$ cat src/rtl/b64pcm_pkg.sv
// Package with the request and response types and the base64 alphabet lookup.
`timescale 1ns / 1ps

package b64pcm_pkg;

   localparam int CharWidth   = 8;
   localparam int SextetWidth = 6;
   localparam int SampleWidth = 16;
   localparam int ByteWidth   = 8;
   localparam int CountWidth  = 3;

   localparam logic [SextetWidth-1:0] SextetPlus  = 6'd62;
   localparam logic [SextetWidth-1:0] SextetSlash = 6'd63;

   typedef struct packed {
      logic [CharWidth-1:0] char_code;
      logic                 end_of_text;
   } req_type;

   typedef struct packed {
      logic signed [SampleWidth-1:0] sample;
      logic                          from_last_char;
   } rsp_type;

   typedef struct packed {
      logic                   valid;
      logic [SextetWidth-1:0] value;
   } sextet_type;

   // Maps one character to its alphabet value; characters outside the alphabet are invalid.
   function automatic sextet_type sextet_of(input logic [CharWidth-1:0] c);
      sextet_type s;
      s.valid = 1'b1;
      s.value = '0;
      if (c >= 8'h41 && c <= 8'h5A) begin
         s.value = SextetWidth'(c - 8'h41);
      end else if (c >= 8'h61 && c <= 8'h7A) begin
         s.value = SextetWidth'(c - 8'h47);
      end else if (c >= 8'h30 && c <= 8'h39) begin
         s.value = SextetWidth'(c + 8'h04);
      end else if (c == 8'h2B) begin
         s.value = SextetPlus;
      end else if (c == 8'h2F) begin
         s.value = SextetSlash;
      end else begin
         s.valid = 1'b0;
      end
      return s;
   endfunction

endpackage

$ cat src/rtl/b64pcm_unpack.sv
// Bit accumulator, byte forming and little-endian sample pairing.
`timescale 1ns / 1ps

module b64pcm_unpack
   import b64pcm_pkg::*;
(
   input  logic    clock,
   input  logic    reset,
   input  logic    step,
   input  req_type item,
   output logic    produced,
   output rsp_type result
);

   logic [SextetWidth-1:0] residual_ff, residual_in;
   logic [CountWidth-1:0]  count_ff, count_in;
   logic [ByteWidth-1:0]   low_byte_ff, low_byte_in;
   logic                   have_low_ff, have_low_in;

   sextet_type                  sx;
   logic [CountWidth:0]         cnt_sum;
   logic [2*SextetWidth-1:0]    acc;
   logic                        full;
   logic [CountWidth-1:0]       rest;
   logic [ByteWidth-1:0]        new_byte;
   logic [SextetWidth-1:0]      rest_mask;

   always_comb begin
      sx        = sextet_of(item.char_code);
      cnt_sum   = {1'b0, count_ff} + (CountWidth+1)'(SextetWidth);
      acc       = {residual_ff, sx.value};
      full      = cnt_sum[CountWidth];
      rest      = cnt_sum[CountWidth-1:0];
      new_byte  = ByteWidth'(acc >> rest);
      rest_mask = (SextetWidth'(1) << rest) - SextetWidth'(1);

      residual_in = residual_ff;
      count_in    = count_ff;
      low_byte_in = low_byte_ff;
      have_low_in = have_low_ff;
      produced    = 1'b0;

      if (sx.valid) begin
         if (full) begin
            residual_in = acc[SextetWidth-1:0] & rest_mask;
            count_in    = rest;
            if (have_low_ff) begin
               produced    = 1'b1;
               have_low_in = 1'b0;
               low_byte_in = '0;
            end else begin
               low_byte_in = new_byte;
               have_low_in = 1'b1;
            end
         end else begin
            residual_in = acc[SextetWidth-1:0];
            count_in    = rest;
         end
      end

      if (item.end_of_text) begin
         residual_in = '0;
         count_in    = '0;
         low_byte_in = '0;
         have_low_in = 1'b0;
      end

      produced              = produced & step;
      result.sample         = {new_byte, low_byte_ff};
      result.from_last_char = item.end_of_text;
   end

   always_ff @(posedge clock) begin
      if (reset) begin
         residual_ff <= '0;
         count_ff    <= '0;
         low_byte_ff <= '0;
         have_low_ff <= 1'b0;
      end else if (step) begin
         residual_ff <= residual_in;
         count_ff    <= count_in;
         low_byte_ff <= low_byte_in;
         have_low_ff <= have_low_in;
      end
   end

endmodule

$ cat src/rtl/base64_to_pcm16_decoder.sv
// Top level: request register, base64 unpacking and response register.
// Throughput: one request per cycle while the response is not stalled; the
// request register feeds the decode and pairing logic, which writes the
// response register in the same cycle.
// Reset is synchronous and active high; it clears all decode state and
// empties both the request and response registers.
`timescale 1ns / 1ps

module base64_to_pcm16_decoder
   import b64pcm_pkg::*;
(
   input  logic    clock,
   input  logic    reset,
   input  logic    req_valid,
   output logic    req_stall,
   input  req_type req_payload,
   output logic    rsp_valid,
   input  logic    rsp_stall,
   output rsp_type rsp_payload
);

   logic    req_valid_ff;
   req_type req_ff;
   logic    rsp_valid_ff;
   rsp_type rsp_ff;

   logic    out_free;
   logic    step;
   logic    produced;
   rsp_type result;

   assign out_free  = !rsp_valid_ff || !rsp_stall;
   assign step      = req_valid_ff && out_free;
   assign req_stall = req_valid_ff && !out_free;

   b64pcm_unpack u_unpack (
      .clock    (clock),
      .reset    (reset),
      .step     (step),
      .item     (req_ff),
      .produced (produced),
      .result   (result)
   );

   always_ff @(posedge clock) begin
      if (reset) begin
         req_valid_ff <= 1'b0;
         rsp_valid_ff <= 1'b0;
      end else begin
         if (!req_stall) begin
            req_valid_ff <= req_valid;
         end
         if (out_free) begin
            rsp_valid_ff <= produced;
         end
      end
   end

   always_ff @(posedge clock) begin
      if (!req_stall && req_valid) begin
         req_ff <= req_payload;
      end
      if (out_free && produced) begin
         rsp_ff <= result;
      end
   end

   assign rsp_valid   = rsp_valid_ff;
   assign rsp_payload = rsp_ff;

endmodule

$ cat config.mk
export PLATFORM = sky130hd
export DESIGN_NAME = base64_to_pcm16_decoder
export DESIGN_NICKNAME = d
export VERILOG_FILES = /design/src/rtl/b64pcm_pkg.sv /design/src/rtl/b64pcm_unpack.sv /design/src/rtl/base64_to_pcm16_decoder.sv
export SDC_FILE = /design/constraint.sdc
export NUM_CORES = 1
export LEC_CHECK = 0
export BUFFER_PORTS_ARGS = -buffer_cell sky130_fd_sc_hd__buf_4
export CORE_UTILIZATION = 25
export CTS_CLUSTER_SIZE = 14
export DETAILED_ROUTE_END_ITERATION = 8
export GPL_ROUTABILITY_DRIVEN = 0
export GPL_TIMING_DRIVEN = 0
export PLACE_DENSITY_LB_ADDON = 0.08
export RECOVER_POWER = 100
export SYNTH_ARGS = -nofsm -noshare
export SYNTH_HDL_FRONTEND = slang
export SYNTH_SLANG_ARGS = --single-unit
$ cat constraint.sdc
create_clock -name clock -period 3.1 [get_ports clock]
set_input_delay 0.465 -clock clock [delete_from_list [all_inputs] [get_ports clock]]
set_output_delay 0.465 -clock clock [all_outputs]
set_load 0.05 [all_outputs]
==> reports/qor.txt <==
run status: finished, final reports clean
final setup vio count: 0
Cell variety after synth: 64
LEAKAGE: 1.08 nW
Die ar.: 10600 um^2
Rel. slew slack: 35.8%
multi-input logic area: 1290 um^2
grt ovf: 0
FF-to-FF setup slack: 0.23 ns
first-pass GRT wire length: 9.98 mm
initial core utilization: 26.0%
Max rail drop VDD: 0.215 mV
diode count: 0
setup TNS: 0 ns
crit path from: req_ff[3]
# clock sinks: 45
Cells after Synth: 243
routing usage on met1: 18.0%
Nets: 310
register area: 1160 um^2
WL/cell: 14.6 um
share of the synthesized area in the top cell type: 30.6%
r2r startpoint: req_ff[3]
placed wire-length estimate: 4.54 mm
pin count of the biggest net entering global routing: 18
Hold WC Path Type: primary input to register
Power Total: 1.32 mW
top area cells in the synthesized netlist: edfxtp_1 31%, dfxtp_1 15%, ha_1 6.4%, nand2_1 3.5%, a21oi_1 3.3%
Max Freq: 348 MHz
clk buf depth: 2
endpoints failing hold: 0
logic gate share of total power: 15.0%
CTS hold repair buffers: 0
Worst EP arrival: 2.86 ns
vias in the first global route: 1850
Num CTS Buffers: 5
FF-to-FF End: rsp_payload[12]
Synth area leader: edfxtp_1
cell internal pwr: 962 uW
Mean Syn Cell Area: 10.5 um^2
critical path class: register to register
CP endpoint: rsp_payload[12]
Worst setup EP type: register
Reg2Reg Depth: 9
row count: 36
worst skew pair latency: 0.30 ns
Area Overhead vs Synth: 17.7%
Root Driver: clkbuf_8
M2 GR Usage: 18.7%
CP Launch Type: register
Post-Syn Nets: 271
ys flop type: edfxtp_1
antenna violations before repair: 0
Final Core Density: 30.6%
DR DRC count: 0
Post-synth ARST share: 0%
max-cap violation count: 0
RSZ-0062 raised after global routing: false
IO Count: 32
Final period util: 92.6%
H-tree depth: 2
share of cells above drive strength 1: 14.5%
met3 Track Usage GR: 2.58%
final-report max-slew violation count: 0
initial drt markers: 66
height of the die: 103 um
clock power share: 34.8%
Die W: 103 um
Crit Path Max Fanout: 17
sequential element share of the synthesized area: 45.5%
sequential share of power: 50.2%
sw frac: 27.1%
skew final: 0.00621 ns
PwrDens: 439 nW/um^2
All-Layer GR Usage: 12.5%
FILL cells: 1087
core area: 9820 um^2
Final ANT Viol Nets: 0
count of state elements after synthesis: 45
Least-Margin Pin Slew: 0.955 ns
drt via density: 4.71
Synth Cell Area: 2550 um^2
GRT Max-Usage Layer: met2
number of enable flip-flop cells after synthesis: 26
TritonCTS clock tree: built
drt first pass iters: 4
Net Sw Power: 357 uW
Buffers on Ports: 31
vias post-DR: 1961
Synthesis Warnings: 0
crit path time final: 2.87 ns
Detailed Route WL: 6.08 mm
CP required: 3.09 ns
clk slew on worst S/H paths: 0.09 ns
==> flip-flops by register name (all words and copies together), names as in the netlist <==
name	flops
req_valid_ff	1
rsp_valid	1
u_unpack.count_ff	2
rsp_payload	17
u_unpack.low_byte_ff	8
u_unpack.have_low_ff	1
req_ff	9
u_unpack.residual_ff	6
==> layer usage <==
layer | vias up | share of wire (%)
met3 | 7 | 4.3
met5 | - | 0
li1 | 983 | -
met1 | 923 | 51
met4 | 0 | 1.2
met2 | 48 | 44
==> Yosys cell counts (all sizes together) (5+ instances only) <==
cell,number
edfxtp,26
nand2,24
dfxtp,19
a21oi,17
nand3,16
ha,13
inv,13
nor2,11
o21ai,11
a31oi,5
o211ai,5
==> what timing repair did <==
| item | CTS | global route |
|---|---|---|
| setup buffers | 1 | 0 |
| pin swaps | 1 | 0 |
| endpoints found under the setup margin | 28 | 29 |
| hold endpoints to repair | 0 | 0 |
| gates resized for setup | 3 | 2 |
==> worst min path at each step <==
stage,startpoint,to,cells past startpoint
6_report,req_payload[1],req_ff[1],1
5_1_grt,req_payload[1],req_ff[1],1
4_1_cts,req_payload[3],req_ff[3],1
3_5_place_dp,u_unpack.low_byte_ff[0],rsp_payload[1],0
3_3_place_gp,u_unpack.low_byte_ff[4],rsp_payload[5],0
2_1_floorplan,u_unpack.low_byte_ff[6],rsp_payload[7],0
==> worst max-delay path, cell delays in order, from the launching register on <==
cell and delay (ns):
edfxtp_1 0.39, clkbuf_2 0.25, inv_1 0.11, ha_1 0.30
a21o_1 0.23, a31oi_2 0.35, o21a_1 0.33, o211ai_4 0.14
nor2_1 0.16, clkbuf_4 0.29
==> cell families after synthesis <==
kind of cell | synth area share, %
compound gates | 20.1
flops | 45.5
other cells | 0.147
mux | 2.55
xor+xnor | 2.06
simple gates | 17.2
fa+ha+maj | 7.94
buf+inv | 4.46
==> cell usage in the layout (no fill, tap or decap), types with 3 or more instances in the layout <==
master    synthesis  routed
a21oi_1          17      17
nor2b_1           4       4
clkbuf_1          2      22
clkbuf_8          1       6
o31ai_1           4       3
xnor2_1           4       4
a22o_1            4       4
dfxtp_1          19      19
nor2_1           10      10
nand3_1          16      16
o211ai_1          3       3
nand2_1          24      24
a31oi_1           5       4
nor3_1            3       3
edfxtp_1         26      26
ha_1             13      13
o21ai_0          10      10
and3_1            3       3
or3_1             3       3
buf_4             1       4
a211oi_1          3       3
inv_1            13      13
clkbuf_4          0      10
==> area by class of cell <==
cell class	instances	area share, %
clock inverter	2	1.29
timing repair buffer	32	5.62
clock buffer	6	2.41
sequential	45	38.6
tap	133	5.54
multi-input combinational	177	42.9
buffer	8	1.96
inverter	13	1.62
==> power groups by stage <==
stage	combinational, mW	sequential (mW)	clock [mW]
final	0.197	0.663	0.459
after floorplan	0.142	0.670	0
after detailed placement	0.199	0.676	0
after CTS	0.202	0.663	0.475
after global placement	0.201	0.677	0
after global routing	0.219	0.666	0.500
==> stage by stage <==
stage / worst slack, ns / hold WS, ns / instance area [um^2] / cells
after floorplan: 0.243 / 0.408 / 2560 / 243
after global placement: -0.566 / 0.417 / 2960 / 407
after detailed placement: -0.485 / 0.423 / 2960 / 407
after CTS: 0.0647 / 0.320 / 3100 / 416
after global routing: 0.0176 / 0.330 / 3010 / 416
final: 0.228 / 0.354 / 3010 / 416
No activity file was read; power rests on OpenSTA's default activity.
